===== config.mk =====
export PLATFORM = sky130hd
export DESIGN_NAME = distance_filter_obstacle_stop_flat
export DESIGN_NICKNAME = d
export VERILOG_FILES = /design/src/dfos_pkg.sv /design/src/dfos_in_if.sv /design/src/dfos_out_if.sv /design/src/dfos_window.sv /design/src/dfos_smoother.sv /design/src/dfos_stop.sv /design/src/distance_filter_obstacle_stop.sv /design/src/flat_wrapper.sv
export SDC_FILE = /design/constraint.sdc
export NUM_CORES = 1
export LEC_CHECK = 0
export BUFFER_PORTS_ARGS = -buffer_cell sky130_fd_sc_hd__clkbuf_2
export CORE_MARGIN = 1.5
export CORE_UTILIZATION = 55
export CTS_CLUSTER_SIZE = 25
export DETAILED_ROUTE_END_ITERATION = 6
export HOLD_SLACK_MARGIN = 0.02
export PLACE_DENSITY_LB_ADDON = 0.15
export SLEW_MARGIN = 10
export SYNTH_ARGS = -nofsm -noshare
export SYNTH_HDL_FRONTEND = slang
export SYNTH_SLANG_ARGS = --single-unit

===== constraint.sdc =====
create_clock -name clk -period 35.2 [get_ports clk]
set_input_delay 3.52 -clock clk [delete_from_list [all_inputs] [get_ports clk]]
set_output_delay 3.52 -clock clk [all_outputs]
set_load 0.01 [all_outputs]

===== src/dfos_pkg.sv =====
`default_nettype none

package dfos_pkg;

  // Field widths
  localparam int DIST_W   = 10;
  localparam int SMOOTH_W = 18;
  localparam int GAIN_W   = 9;
  localparam int DELAY_W  = 16;
  localparam int LIMIT_W  = 8;
  localparam int FRAC_W   = 8;
  localparam int CFG_W    = 16;
  localparam int CFG_IDX_W = 3;

  typedef logic [DIST_W-1:0]   dist_t;
  typedef logic [SMOOTH_W-1:0] smooth_t;
  typedef logic [GAIN_W-1:0]   gain_t;
  typedef logic [DELAY_W-1:0]  delay_t;
  typedef logic [LIMIT_W-1:0]  limit_t;
  typedef logic [1:0]          drv_event_t;

  // Drive event codes
  localparam drv_event_t EV_NONE  = 2'd0;
  localparam drv_event_t EV_START = 2'd1;
  localparam drv_event_t EV_STOP  = 2'd2;

  // Configuration register indexes
  localparam logic [CFG_IDX_W-1:0] REG_WALL_THRESHOLD = 3'd0;
  localparam logic [CFG_IDX_W-1:0] REG_STOP_DELAY     = 3'd1;
  localparam logic [CFG_IDX_W-1:0] REG_FAST_GAIN      = 3'd2;
  localparam logic [CFG_IDX_W-1:0] REG_SLOW_GAIN      = 3'd3;
  localparam logic [CFG_IDX_W-1:0] REG_CHANGE_LIMIT   = 3'd4;

  // Configuration reset values
  localparam dist_t  WALL_THRESHOLD_RST = 10'd30;
  localparam delay_t STOP_DELAY_RST     = 16'd1300;
  localparam gain_t  FAST_GAIN_RST      = 9'd179;
  localparam gain_t  SLOW_GAIN_RST      = 9'd26;
  localparam limit_t CHANGE_LIMIT_RST   = 8'd1;

  // Unity gain in Q1.8
  localparam gain_t GAIN_ONE = 9'd256;

  // Status handed from the stop logic to the result register
  typedef struct packed {
    logic       obstacle_seen;
    logic       drive_enable;
    drv_event_t drive_event;
  } stop_status_t;

endpackage

`default_nettype wire


===== src/dfos_in_if.sv =====
`default_nettype none

interface dfos_in_if import dfos_pkg::*; ();
  logic  valid;
  logic  ready;
  logic  sample_valid;
  dist_t distance_cm;

  modport source (output valid, output sample_valid, output distance_cm, input ready);
  modport sink (input valid, input sample_valid, input distance_cm, output ready);
endinterface

`default_nettype wire


===== src/dfos_out_if.sv =====
`default_nettype none

interface dfos_out_if import dfos_pkg::*; ();
  logic       valid;
  logic       ready;
  smooth_t    filtered_distance;
  dist_t      median_distance;
  logic       obstacle_seen;
  logic       drive_enable;
  drv_event_t drive_event;

  modport source (
    output valid, output filtered_distance, output median_distance,
    output obstacle_seen, output drive_enable, output drive_event, input ready
  );
  modport sink (
    input valid, input filtered_distance, input median_distance,
    input obstacle_seen, input drive_enable, input drive_event, output ready
  );
endinterface

`default_nettype wire


===== src/dfos_window.sv =====
`default_nettype none

module dfos_window import dfos_pkg::*; (
  input  wire logic  clk,
  input  wire logic  rst,
  input  wire logic  en,
  input  wire logic  sample_valid,
  input  wire dist_t distance_cm,
  output dist_t      median
);

  dist_t      win [3];
  dist_t      win_next [3];
  logic [1:0] index;
  logic [1:0] index_next;
  logic [1:0] wr_idx;

  function automatic dist_t median3(input dist_t a, input dist_t b, input dist_t c);
    dist_t m;
    if (a <= b && a <= c) begin
      m = (b <= c) ? b : c;
    end else if (b <= a && b <= c) begin
      m = (a <= c) ? a : c;
    end else begin
      m = (a <= b) ? a : b;
    end
    return m;
  endfunction

  // Write the new sample into its slot and take the median of the result
  always_comb begin
    wr_idx = (index == 2'd3) ? 2'd0 : index;
    for (int i = 0; i < 3; i++) begin
      win_next[i] = (sample_valid && wr_idx == 2'(i)) ? distance_cm : win[i];
    end
    if (sample_valid) begin
      index_next = (wr_idx == 2'd2) ? 2'd0 : wr_idx + 2'd1;
    end else begin
      index_next = index;
    end
    median = median3(win_next[0], win_next[1], win_next[2]);
  end

  // Advance the window on each transfer
  always_ff @(posedge clk) begin
    if (rst) begin
      for (int i = 0; i < 3; i++) win[i] <= '0;
      index <= 2'd0;
    end else if (en) begin
      for (int i = 0; i < 3; i++) win[i] <= win_next[i];
      index <= index_next;
    end
  end

  ap_index_range: assert property (@(posedge clk) disable iff (rst) index != 2'd3)
    else $error("window index out of range");
  ap_index_hold: assert property (@(posedge clk) disable iff (rst) !en |=> $stable(index))
    else $error("window index moved without a transfer");
  ap_index_step: assert property (@(posedge clk) disable iff (rst)
    en && !sample_valid |=> $stable(index))
    else $error("window index moved on a tick without a sample");

endmodule

`default_nettype wire


===== src/dfos_smoother.sv =====
`default_nettype none

module dfos_smoother import dfos_pkg::*; (
  input  wire logic   clk,
  input  wire logic   rst,
  input  wire logic   en,
  input  wire logic   sample_valid,
  input  wire dist_t  median,
  input  wire gain_t  fast_gain,
  input  wire gain_t  slow_gain,
  input  wire limit_t change_limit,
  output smooth_t     smooth_next
);

  smooth_t       smooth;
  smooth_t       med_q;
  smooth_t       diff;
  gain_t         gain_sel;
  gain_t         gain_sat;
  gain_t         gain_inv;
  logic [18:0]   med_prod;
  logic [25:0]   old_prod;
  logic [27:0]   sum;

  // Pick the gain from the size of the change and blend median with history
  always_comb begin
    med_q    = {median, {FRAC_W{1'b0}}};
    diff     = (smooth >= med_q) ? smooth - med_q : med_q - smooth;
    gain_sel = (diff[SMOOTH_W-1:FRAC_W] > {2'b00, change_limit}) ? fast_gain : slow_gain;
    gain_sat = (gain_sel > GAIN_ONE) ? GAIN_ONE : gain_sel;
    gain_inv = GAIN_ONE - gain_sat;
    med_prod = {9'd0, median} * {10'd0, gain_sat};
    old_prod = {8'd0, smooth} * {17'd0, gain_inv};
    sum      = {1'b0, med_prod, 8'd0} + {2'b00, old_prod} + 28'd128;
    smooth_next = sample_valid ? sum[25:8] : smooth;
  end

  // Hold the smoothed value between transfers
  always_ff @(posedge clk) begin
    if (rst) begin
      smooth <= '0;
    end else if (en) begin
      smooth <= smooth_next;
    end
  end

  ap_hold: assert property (@(posedge clk) disable iff (rst)
    en && !sample_valid |=> $stable(smooth))
    else $error("smoothed value moved on a tick without a sample");
  ap_bound: assert property (@(posedge clk) disable iff (rst)
    en && sample_valid && smooth <= med_q |-> smooth_next <= med_q)
    else $error("smoothed value overshot the median");
  ap_bound_dn: assert property (@(posedge clk) disable iff (rst)
    en && sample_valid && smooth >= med_q |-> smooth_next >= med_q)
    else $error("smoothed value undershot the median");

endmodule

`default_nettype wire


===== src/dfos_stop.sv =====
`default_nettype none

module dfos_stop import dfos_pkg::*; (
  input  wire logic    clk,
  input  wire logic    rst,
  input  wire logic    en,
  input  wire smooth_t smooth_next,
  input  wire dist_t   wall_threshold,
  input  wire delay_t  stop_delay_ms,
  output stop_status_t status
);

  logic   obstacle;
  logic   stopped;
  delay_t dwell;
  logic   obstacle_next;
  logic   stopped_next;
  delay_t dwell_next;
  logic   below;

  // Track how long the obstacle persists and decide on stop and restart
  always_comb begin
    obstacle_next      = obstacle;
    stopped_next       = stopped;
    dwell_next         = dwell;
    status.drive_event = EV_NONE;
    below = smooth_next < {wall_threshold, {FRAC_W{1'b0}}};
    if (below) begin
      if (!obstacle) begin
        obstacle_next = 1'b1;
        dwell_next    = '0;
      end else if (dwell != '1) begin
        dwell_next = dwell + 1'b1;
      end
    end else begin
      obstacle_next = 1'b0;
      if (stopped) begin
        stopped_next       = 1'b0;
        status.drive_event = EV_START;
      end
    end
    if (obstacle_next && dwell_next > stop_delay_ms && !stopped_next) begin
      stopped_next       = 1'b1;
      status.drive_event = EV_STOP;
    end
    status.obstacle_seen = obstacle_next;
    status.drive_enable  = !stopped_next;
  end

  always_ff @(posedge clk) begin
    if (rst) begin
      obstacle <= 1'b0;
      stopped  <= 1'b1;
      dwell    <= '0;
    end else if (en) begin
      obstacle <= obstacle_next;
      stopped  <= stopped_next;
      dwell    <= dwell_next;
    end
  end

  ap_stop_event: assert property (@(posedge clk) disable iff (rst)
    en && status.drive_event == EV_STOP |=> stopped && obstacle)
    else $error("stop event without the drive held stopped");
  ap_start_only_stopped: assert property (@(posedge clk) disable iff (rst)
    en && status.drive_event == EV_START |-> stopped)
    else $error("start event while the drive already ran");
  ap_no_change_idle: assert property (@(posedge clk) disable iff (rst)
    !en |=> $stable(stopped) && $stable(dwell))
    else $error("stop state moved without a transfer");

endmodule

`default_nettype wire


===== src/distance_filter_obstacle_stop.sv =====
// Channel  Direction  Payload
// in_ch    sink       sample_valid, distance_cm
// out_ch   source     filtered_distance, median_distance, obstacle_seen,
//                     drive_enable, drive_event
// cfg      write      cfg_we, cfg_index, cfg_data (no read-back)
//
// One tick per cycle sustained while out_ch.ready stays high; a tick goes
// from the input register through one pass of median, blend and compare
// into the result register, which loads when empty or being drained.
// A stalled result holds, and the input register still
// takes one more tick; in_ch.ready drops only when both are full.
// rst is synchronous: window, smoother and counters clear, drive stopped.
`default_nettype none

module distance_filter_obstacle_stop import dfos_pkg::*; (
  input  wire logic                 clk,
  input  wire logic                 rst,
  dfos_in_if.sink                   in_ch,
  dfos_out_if.source                out_ch,
  input  wire logic                 cfg_we,
  input  wire logic [CFG_IDX_W-1:0] cfg_index,
  input  wire logic [CFG_W-1:0]     cfg_data
);

  dist_t        wall_threshold;
  delay_t       stop_delay_ms;
  gain_t        fast_gain;
  gain_t        slow_gain;
  limit_t       change_limit;

  logic         s1_valid;
  logic         s1_sample_valid;
  dist_t        s1_distance;
  logic         advance;

  dist_t        median;
  smooth_t      smooth_next;
  stop_status_t status;

  // Configuration writes
  always_ff @(posedge clk) begin
    if (rst) begin
      wall_threshold <= WALL_THRESHOLD_RST;
      stop_delay_ms  <= STOP_DELAY_RST;
      fast_gain      <= FAST_GAIN_RST;
      slow_gain      <= SLOW_GAIN_RST;
      change_limit   <= CHANGE_LIMIT_RST;
    end else if (cfg_we) begin
      case (cfg_index)
        REG_WALL_THRESHOLD: wall_threshold <= cfg_data[DIST_W-1:0];
        REG_STOP_DELAY:     stop_delay_ms  <= cfg_data[DELAY_W-1:0];
        REG_FAST_GAIN:      fast_gain      <= cfg_data[GAIN_W-1:0];
        REG_SLOW_GAIN:      slow_gain      <= cfg_data[GAIN_W-1:0];
        REG_CHANGE_LIMIT:   change_limit   <= cfg_data[LIMIT_W-1:0];
        default: ;
      endcase
    end
  end

  // Advance a held tick when the result register is empty or being drained
  assign advance     = s1_valid && (!out_ch.valid || out_ch.ready);
  assign in_ch.ready = !s1_valid || advance;

  // Input register
  always_ff @(posedge clk) begin
    if (rst) begin
      s1_valid <= 1'b0;
    end else if (in_ch.ready) begin
      s1_valid <= in_ch.valid;
    end
  end

  always_ff @(posedge clk) begin
    if (in_ch.valid && in_ch.ready) begin
      s1_sample_valid <= in_ch.sample_valid;
      s1_distance     <= in_ch.distance_cm;
    end
  end

  dfos_window u_window (
    .clk          (clk),
    .rst          (rst),
    .en           (advance),
    .sample_valid (s1_sample_valid),
    .distance_cm  (s1_distance),
    .median       (median)
  );

  dfos_smoother u_smoother (
    .clk          (clk),
    .rst          (rst),
    .en           (advance),
    .sample_valid (s1_sample_valid),
    .median       (median),
    .fast_gain    (fast_gain),
    .slow_gain    (slow_gain),
    .change_limit (change_limit),
    .smooth_next  (smooth_next)
  );

  dfos_stop u_stop (
    .clk            (clk),
    .rst            (rst),
    .en             (advance),
    .smooth_next    (smooth_next),
    .wall_threshold (wall_threshold),
    .stop_delay_ms  (stop_delay_ms),
    .status         (status)
  );

  // Result register
  always_ff @(posedge clk) begin
    if (rst) begin
      out_ch.valid <= 1'b0;
    end else if (advance) begin
      out_ch.valid <= 1'b1;
    end else if (out_ch.ready) begin
      out_ch.valid <= 1'b0;
    end
  end

  always_ff @(posedge clk) begin
    if (advance) begin
      out_ch.filtered_distance <= smooth_next;
      out_ch.median_distance   <= median;
      out_ch.obstacle_seen     <= status.obstacle_seen;
      out_ch.drive_enable      <= status.drive_enable;
      out_ch.drive_event       <= status.drive_event;
    end
  end

  ap_ready_empty: assert property (@(posedge clk) disable iff (rst)
    !s1_valid |-> in_ch.ready)
    else $error("input refused with the input register empty");
  ap_advance_out: assert property (@(posedge clk) disable iff (rst)
    advance |=> out_ch.valid)
    else $error("result lost after an advance");
  ap_stop_flags: assert property (@(posedge clk) disable iff (rst)
    out_ch.valid && out_ch.drive_event == EV_STOP |-> !out_ch.drive_enable && out_ch.obstacle_seen)
    else $error("stop event with inconsistent flags");
  ap_start_flags: assert property (@(posedge clk) disable iff (rst)
    out_ch.valid && out_ch.drive_event == EV_START |-> out_ch.drive_enable && !out_ch.obstacle_seen)
    else $error("start event with inconsistent flags");

endmodule

`default_nettype wire


===== src/flat_wrapper.sv =====
// flat-port wrapper written by rule: the top's interface ports become plain ports
module distance_filter_obstacle_stop_flat import dfos_pkg::*;
  (clk, rst, cfg_we, cfg_index, cfg_data, in_ch_valid, in_ch_sample_valid, in_ch_distance_cm, in_ch_ready, out_ch_valid, out_ch_filtered_distance, out_ch_median_distance, out_ch_obstacle_seen, out_ch_drive_enable, out_ch_drive_event, out_ch_ready);
  dfos_in_if in_ch_i ();
  dfos_out_if out_ch_i ();
  input  wire logic clk;
  input  wire logic rst;
  input  wire logic cfg_we;
  input  wire logic [CFG_IDX_W-1:0] cfg_index;
  input  wire logic [CFG_W-1:0] cfg_data;
  input wire logic [$bits(in_ch_i.valid)-1:0] in_ch_valid;
  input wire logic [$bits(in_ch_i.sample_valid)-1:0] in_ch_sample_valid;
  input wire logic [$bits(in_ch_i.distance_cm)-1:0] in_ch_distance_cm;
  output wire logic [$bits(in_ch_i.ready)-1:0] in_ch_ready;
  output wire logic [$bits(out_ch_i.valid)-1:0] out_ch_valid;
  output wire logic [$bits(out_ch_i.filtered_distance)-1:0] out_ch_filtered_distance;
  output wire logic [$bits(out_ch_i.median_distance)-1:0] out_ch_median_distance;
  output wire logic [$bits(out_ch_i.obstacle_seen)-1:0] out_ch_obstacle_seen;
  output wire logic [$bits(out_ch_i.drive_enable)-1:0] out_ch_drive_enable;
  output wire logic [$bits(out_ch_i.drive_event)-1:0] out_ch_drive_event;
  input wire logic [$bits(out_ch_i.ready)-1:0] out_ch_ready;
  assign in_ch_i.valid = in_ch_valid;
  assign in_ch_i.sample_valid = in_ch_sample_valid;
  assign in_ch_i.distance_cm = in_ch_distance_cm;
  assign in_ch_ready = in_ch_i.ready;
  assign out_ch_valid = out_ch_i.valid;
  assign out_ch_filtered_distance = out_ch_i.filtered_distance;
  assign out_ch_median_distance = out_ch_i.median_distance;
  assign out_ch_obstacle_seen = out_ch_i.obstacle_seen;
  assign out_ch_drive_enable = out_ch_i.drive_enable;
  assign out_ch_drive_event = out_ch_i.drive_event;
  assign out_ch_i.ready = out_ch_ready;
  distance_filter_obstacle_stop u_core (.clk(clk), .rst(rst), .in_ch(in_ch_i), .out_ch(out_ch_i), .cfg_we(cfg_we), .cfg_index(cfg_index), .cfg_data(cfg_data));
endmodule

==> flow_summary.yaml, run 1 <==
placement:
  place_congestion: 0.9663
  port-buffer-count: 68
  hpwlAfterDp_um: 37800
synthesis:
  yosys.cell_types.count: 89
  synth_async_sr_flop_share_pct: 0
  part_of_the_yosys_area_used_for_sequential_elements_pct: 22.29
  yosys_warnings: 0
  postSynthNetCount: 2482
  synth-seq-cells: 165
  synth.avg_cell_area_sq_um: 8.602
  synth_top_flop_cell: "sky130_fd_sc_hd__dfxtp_1"
  count_of_flip_flops_with_a_built_in_enable_after_synthesis: 73
  post_synthesis_cells: 2104
  synthesis.area_sq_um: 18100
setup_path:
  worstSetupPathType: "reg -> reg"
  worst_path_maximum_fanout: 48
  worst_setup_path_start_kind: "register"
  cp_slowest_stage_delay_ps: 880
  critPathRequiredTime_ps: 35500
  critical_path_arrival_ps: 22470
  cp-end-kind: "register"
  critical_path_s_most_frequent_cell: "sky130_fd_sc_hd__o21ai_0"
  worst_path_max_delay_cell: "sky130_fd_sc_hd__mux2i_1"
  timing.reg2reg.setup_slack_ps: 13040
layout:
  final_nets: 2503
  post_route_cells_drive_above_1_share_pct: 7.764
  layout.core_utilization_pct: 59.78
  layout_commonest_cell: "sky130_fd_sc_hd__inv_1"
  filler_cell_count: 2944
  count_of_antenna_diodes_in_the_layout: 0
  layout.cells.most_common_list: "sky130_fd_sc_hd__inv_1, sky130_fd_sc_hd__nand2_1, sky130_fd_sc_hd__fa_1"
  syn2layout_area_growth_pct: 7.197
route:
  final_routed_drc_violation_total: 0
  vias_per_cell: 5.772
  ant_nets: 0
  drt-pass1-iter-count: 5
  routed_wirelength_um: 48550
  via_count: 14891
  wl_met3_um: 3057
  wl_met2_um: 22500
  route.top_layer_used: "met4"
  avgRoutedWirePerCell_um: 18.82
  wirelength_met1_um: 21940
  detail_route.iter0.violations: 1065
sta:
  finalHoldViolations: 0
  finalCritPeriodShare_pct: 62.96
  rsz0062_at_grt: "false"
  worst-slew-pin-transition_ps: 1225
  setup_violations: 0
  max_freq_mhz: 45.12
  drv_slew: 0
  setup_total_negative_slack_ps: 0
  min_period_ps: 22160
  worst_slew_margin_rel_pct: 18.05
  worst_clock_skew_ps: 8.174
clock_tree:
  postCtsSetupBuffers: 0
  holdBufCountCts: 0
  cts_htree_levels: 4
  cts.reportedPaths.clkPinSlew_ps: 70
  worst_skew_pair.late_latency_ps: 450
  root_buffer: "sky130_fd_sc_hd__clkbuf_16"
  cts_repair_resize_count: 0
  clockBufferDepth: 2
  cts_tree: "done"
  clock-sinks: 165
  numCtsBuffers: 17
run_status:
  status: "finished, final reports clean"
floorplan:
  row_count: 66
  start_util_pct: 55.77
  core-area_sq_um: 32450
  io-pin-count: 69
  die-width_um: 184.4
  area_of_the_die_sq_um: 34000
  chipHeight_um: 184.4
grt:
  vias_in_the_first_global_route: 14645
  global_route_wire_length_before_repair_um: 78830
  grt_antenna_before_repair: 0
  global_route.overflow_total: 0
  global_route.usage.total_pct: 30.07
  grt_max_degree: 58
job:
  max-cap-violations: 0
hold_path:
  hold_class: "reg -> reg"
## worst max-delay path, delay by kind of cell (launching register included)
family / cells / cell delay [ps]
buf+inv: 8 / 1910
compound gates: 35 / 7480
simple gates: 24 / 5220
fa+ha+maj: 11 / 4590
mux: 2 / 1340
flops: 1 / 320
xor+xnor: 2 / 1060
## metal layers
layer / up-vias / global-route usage, %
met5: - / 0
met1: 7366 / 42.60
met3: 83 / 4.169
met4: 0 / 7.574
li1: 6974 / -
met2: 468 / 48.48
## logic make-up after synthesis
group | synth area share [%]
and+or+nand+nor | 18.14
DFF | 22.29
buffers and inverters | 8.593
xor gates and xnor gates | 2.641
adders and majority gates | 31.55
muxes | 3.526
AOI/OAI and AO/OA | 13.27
## path summary, 6_finish.rpt
path,from,end,depth (start not counted)
setup / recovery,u_core.s1_sample_valid$_DFFE_PP_,u_core.out_ch.drive_enable$_DFFE_PP_,82
hold / removal,u_core.stop_delay_ms[7]$_SDFFE_PP0P_,u_core.stop_delay_ms[7]$_SDFFE_PP0P_,2
setup reg to reg,u_core.s1_sample_valid$_DFFE_PP_,u_core.out_ch.drive_enable$_DFFE_PP_,82
hold reg to reg,u_core.stop_delay_ms[7]$_SDFFE_PP0P_,u_core.stop_delay_ms[7]$_SDFFE_PP0P_,2
## area by class of cell
type | instances | area [sq um] | area share [%]
clock buffers | 19 | 432.9 | 2.231
clock inverters | 13 | 147.6 | 0.7610
inverters | 318 | 1194 | 6.152
multi-input cells | 1532 | 12530 | 64.57
flip-flops and latches | 165 | 4034 | 20.79
well taps | 442 | 553.0 | 2.851
repair buffers | 91 | 513.0 | 2.644
## synthesized netlist by cell type (5+ instances only)
library cell	instances	area, sq um
sky130_fd_sc_hd__nor2_1	147	551.8
sky130_fd_sc_hd__and3_1	23	143.9
sky130_fd_sc_hd__o211ai_1	14	105.1
sky130_fd_sc_hd__inv_1	316	1186
sky130_fd_sc_hd__or4_1	6	45.04
sky130_fd_sc_hd__a21oi_1	130	650.6
sky130_fd_sc_hd__nand3_1	25	125.1
sky130_fd_sc_hd__mux2_2	9	101.4
sky130_fd_sc_hd__o31ai_1	13	97.59
sky130_fd_sc_hd__ha_1	157	1964
sky130_fd_sc_hd__dfxtp_1	92	1842
sky130_fd_sc_hd__fa_1	186	3724
sky130_fd_sc_hd__nand3b_1	12	90.09
sky130_fd_sc_hd__and2_1	57	356.6
sky130_fd_sc_hd__edfxtp_1	73	2192
sky130_fd_sc_hd__clkbuf_1	72	270.3
sky130_fd_sc_hd__xnor2_1	33	289.0
sky130_fd_sc_hd__xor2_1	19	166.4
sky130_fd_sc_hd__a31oi_1	8	50.05
sky130_fd_sc_hd__mux2i_1	50	500.5
sky130_fd_sc_hd__nor2b_1	32	200.2
sky130_fd_sc_hd__or2_2	8	50.05
sky130_fd_sc_hd__nand4_1	17	106.4
sky130_fd_sc_hd__a211o_1	5	43.79
sky130_fd_sc_hd__or3_1	10	62.56
sky130_fd_sc_hd__nand2_1	302	1134
sky130_fd_sc_hd__o21a_1	13	97.59
sky130_fd_sc_hd__nor3_1	17	85.08
sky130_fd_sc_hd__a211oi_1	18	135.1
sky130_fd_sc_hd__nand2b_1	27	168.9
sky130_fd_sc_hd__buf_2	10	50.05
sky130_fd_sc_hd__o21ai_0	63	315.3
sky130_fd_sc_hd__a31o_2	6	52.55
sky130_fd_sc_hd__a21o_1	27	202.7
sky130_fd_sc_hd__a21bo_2	5	50.05
sky130_fd_sc_hd__a21boi_0	8	60.06
## through the flow
step | worst slack [ps] | instance area (sq um) | instances | hold WS [ps]
global placement | 14200 | 18820 | 2548 | 443.0
finish | 13040 | 19400 | 2580 | 454.2
floorplan | 16970 | 18100 | 2104 | 429.8
detailed placement | 13580 | 18820 | 2548 | 447.5
global route | 11520 | 19400 | 2580 | 471.7
CTS | 13430 | 19400 | 2580 | 456.8
## flip-flops by register name, summed over array words and instances (netlist names)
signal	flops
u_core.change_limit	8
u_core.fast_gain	9
u_core.out_ch.drive_enable	1
u_core.out_ch.drive_event	2
u_core.out_ch.filtered_distance	18
u_core.out_ch.median_distance	10
u_core.out_ch.obstacle_seen	1
u_core.out_ch.valid	1
u_core.s1_distance	10
u_core.s1_sample_valid	1
u_core.s1_valid	1
u_core.slow_gain	9
u_core.stop_delay_ms	16
u_core.u_smoother.smooth	18
u_core.u_stop.dwell	16
u_core.u_stop.obstacle	1
u_core.u_stop.stopped	1
u_core.u_window.index	2
u_core.u_window.win	30
u_core.wall_threshold	10
Power of run 1 is not shown: default switching activity piles up to over one toggle a cycle in this logic, so the estimate is an artifact.
==> run 2: changes to the inputs <==
Clock period 35.2 ns to 19.5 ns, I/O delays scaled along.
==> run 2 against run 1 <==
  * Fmax up 20%
  * Worst hold slack improved by 0.90 ps
  * First-iteration DRC count grew 6.2%
  * Critical path depth is the same
  * Critical endpoint unchanged
  * Largest cell class unchanged
  * Highest routed layer unchanged
==> flow_summary.yaml, run 2 (same netlist as run 1, synthesis figures left out) <==
run_status:
  status: "finished, final reports clean"
placement:
  port-buffer-count: 68
  dpl-instance-area_sq_um: 19050
  hpwlAfterDp_um: 39830
  place_congestion: 0.9404
setup_path:
  worst_path_maximum_fanout: 14
  critPathRequiredTime_ps: 19810
  cp-end-kind: "register"
  worstSetupPathType: "reg -> reg"
  critical_path_arrival_ps: 18760
  cp_slowest_stage_delay_ps: 550
  critical_path_s_most_frequent_cell: "sky130_fd_sc_hd__o21a_1"
  worst_setup_path_start_kind: "register"
  worst_path_max_delay_cell: "sky130_fd_sc_hd__fa_1"
sta:
  min_period_ps: 18450
  finalHoldViolations: 0
  max_freq_mhz: 54.20
  drv_slew: 0
  setup_violations: 0
  finalCritPeriodShare_pct: 94.61
  worst_slew_margin_rel_pct: 27.81
  setup_total_negative_slack_ps: 0
  worst_clock_skew_ps: 14.49
  worst-slew-pin-transition_ps: 1079
  fin_worst_hold_slack_ps: 455.1
clock_tree:
  numCtsBuffers: 17
  cts.reportedPaths.clkPinSlew_ps: 70
  worst_skew_pair.late_latency_ps: 440
  cts_htree_levels: 4
  root_buffer: "sky130_fd_sc_hd__clkbuf_16"
  clock-sinks: 165
  cts_tree: "done"
  clockBufferDepth: 2
floorplan:
  die-width_um: 184.4
  start_util_pct: 55.77
  chipHeight_um: 184.4
  area_of_the_die_sq_um: 34000
  core-area_sq_um: 32450
  row_count: 66
  io-pin-count: 69
layout:
  filler_cell_count: 2911
  syn2layout_area_growth_pct: 10.11
  largest_registers: "u_core.u_window.win (30), u_core.out_ch.filtered_distance (18), u_core.u_smoother.smooth (18)"
  largest_register_ff_count: 30
  final_nets: 2543
  layout_commonest_cell: "sky130_fd_sc_hd__inv_1"
  count_of_antenna_diodes_in_the_layout: 0
  layout.core_utilization_pct: 61.40
  post_route_cells_drive_above_1_share_pct: 11.11
  largest_register: "u_core.u_window.win"
  layout.cells.most_common_list: "sky130_fd_sc_hd__inv_1, sky130_fd_sc_hd__nand2_1, sky130_fd_sc_hd__fa_1"
  post-route-cell-area_sq_um: 19930
route:
  via_count: 14962
  detail_route.iter0.violations: 1131
  avgRoutedWirePerCell_um: 19.23
  vias_per_cell: 5.711
  final_routed_drc_violation_total: 0
  ant_nets: 0
  drt-pass1-iter-count: 5
  routed_wirelength_um: 50370
job:
  max-cap-violations: 0
grt:
  global_route.usage.total_pct: 30.69
  global_route.overflow_total: 0
  grt_max_degree: 49
  grt_antenna_before_repair: 0
  vias_in_the_first_global_route: 14624
  global_route_wire_length_before_repair_um: 79850
hold_path:
  hold_class: "reg -> reg"
## run 2: cell count changes in the layout (fill, tap and decap cells not counted), sizes merged
cell      delta
buf         +40
clkinv       +4
bufinv       -1
clkbuf       -1
clkinvlp     -1
inv          -1
## run 2: layout make-up
class                           count  area (sq um)  share of cell area [%]
Tap cell                          442         553.0                   2.775
Multi-Input combinational cell   1532         12760                   64.05
Inverter                          318          1194                   5.990
Clock inverter                     14         126.4                  0.6341
Timing Repair Buffer              131         817.0                   4.100
Sequential cell                   165          4034                   20.24
Clock buffer                       18         439.2                   2.204
## run 2: routing by layer
layer,track usage [%],wire (um),part of all wire [%]
met5,0,0,0
met4,8.525,1227,2.4
met3,4.979,3581,7.1
met2,49.45,23290,46
met1,42.72,22270,44
## run 2: worst max-delay path, delay by kind of cell (launching register included)
kind            cells  cell delay (ps)
flops               1              380
buf+inv             7              890
xor+xnor            6             1040
simple gates       18             3500
compound gates     36             7020
fa+ha+maj          12             4700
mux                 3              780
## run 2: path summary, 6_finish.rpt
path                                                       startpoint  cells past startpoint                                     to  slack, ps
worst min register to register  u_core.stop_delay_ms[12]$_SDFFE_PP0P_                      2  u_core.stop_delay_ms[12]$_SDFFE_PP0P_        460
worst min-delay path            u_core.stop_delay_ms[12]$_SDFFE_PP0P_                      2  u_core.stop_delay_ms[12]$_SDFFE_PP0P_        460
worst max register to register  u_core.u_window.index[0]$_SDFFE_PP0P_                     82   u_core.out_ch.drive_enable$_DFFE_PP_       1050
worst max-delay path            u_core.u_window.index[0]$_SDFFE_PP0P_                     82   u_core.out_ch.drive_enable$_DFFE_PP_       1050
## run 2: stage by stage
stage	setup WS, ps	instances
detailed placement	-361.7	2579
floorplan	1268	2104
finish	1051	2620
global placement	-99.54	2579
global route	-48.00	2620
CTS	50.62	2612
## run 2: repair_timing
action                     CTS  global route
setup endpoints to repair    3             3
buffers inserted             1             8
hold buffers                 0             0
gates resized for setup     10            41
pin swaps                    1             5
Power of run 2 is left out for the same reason.
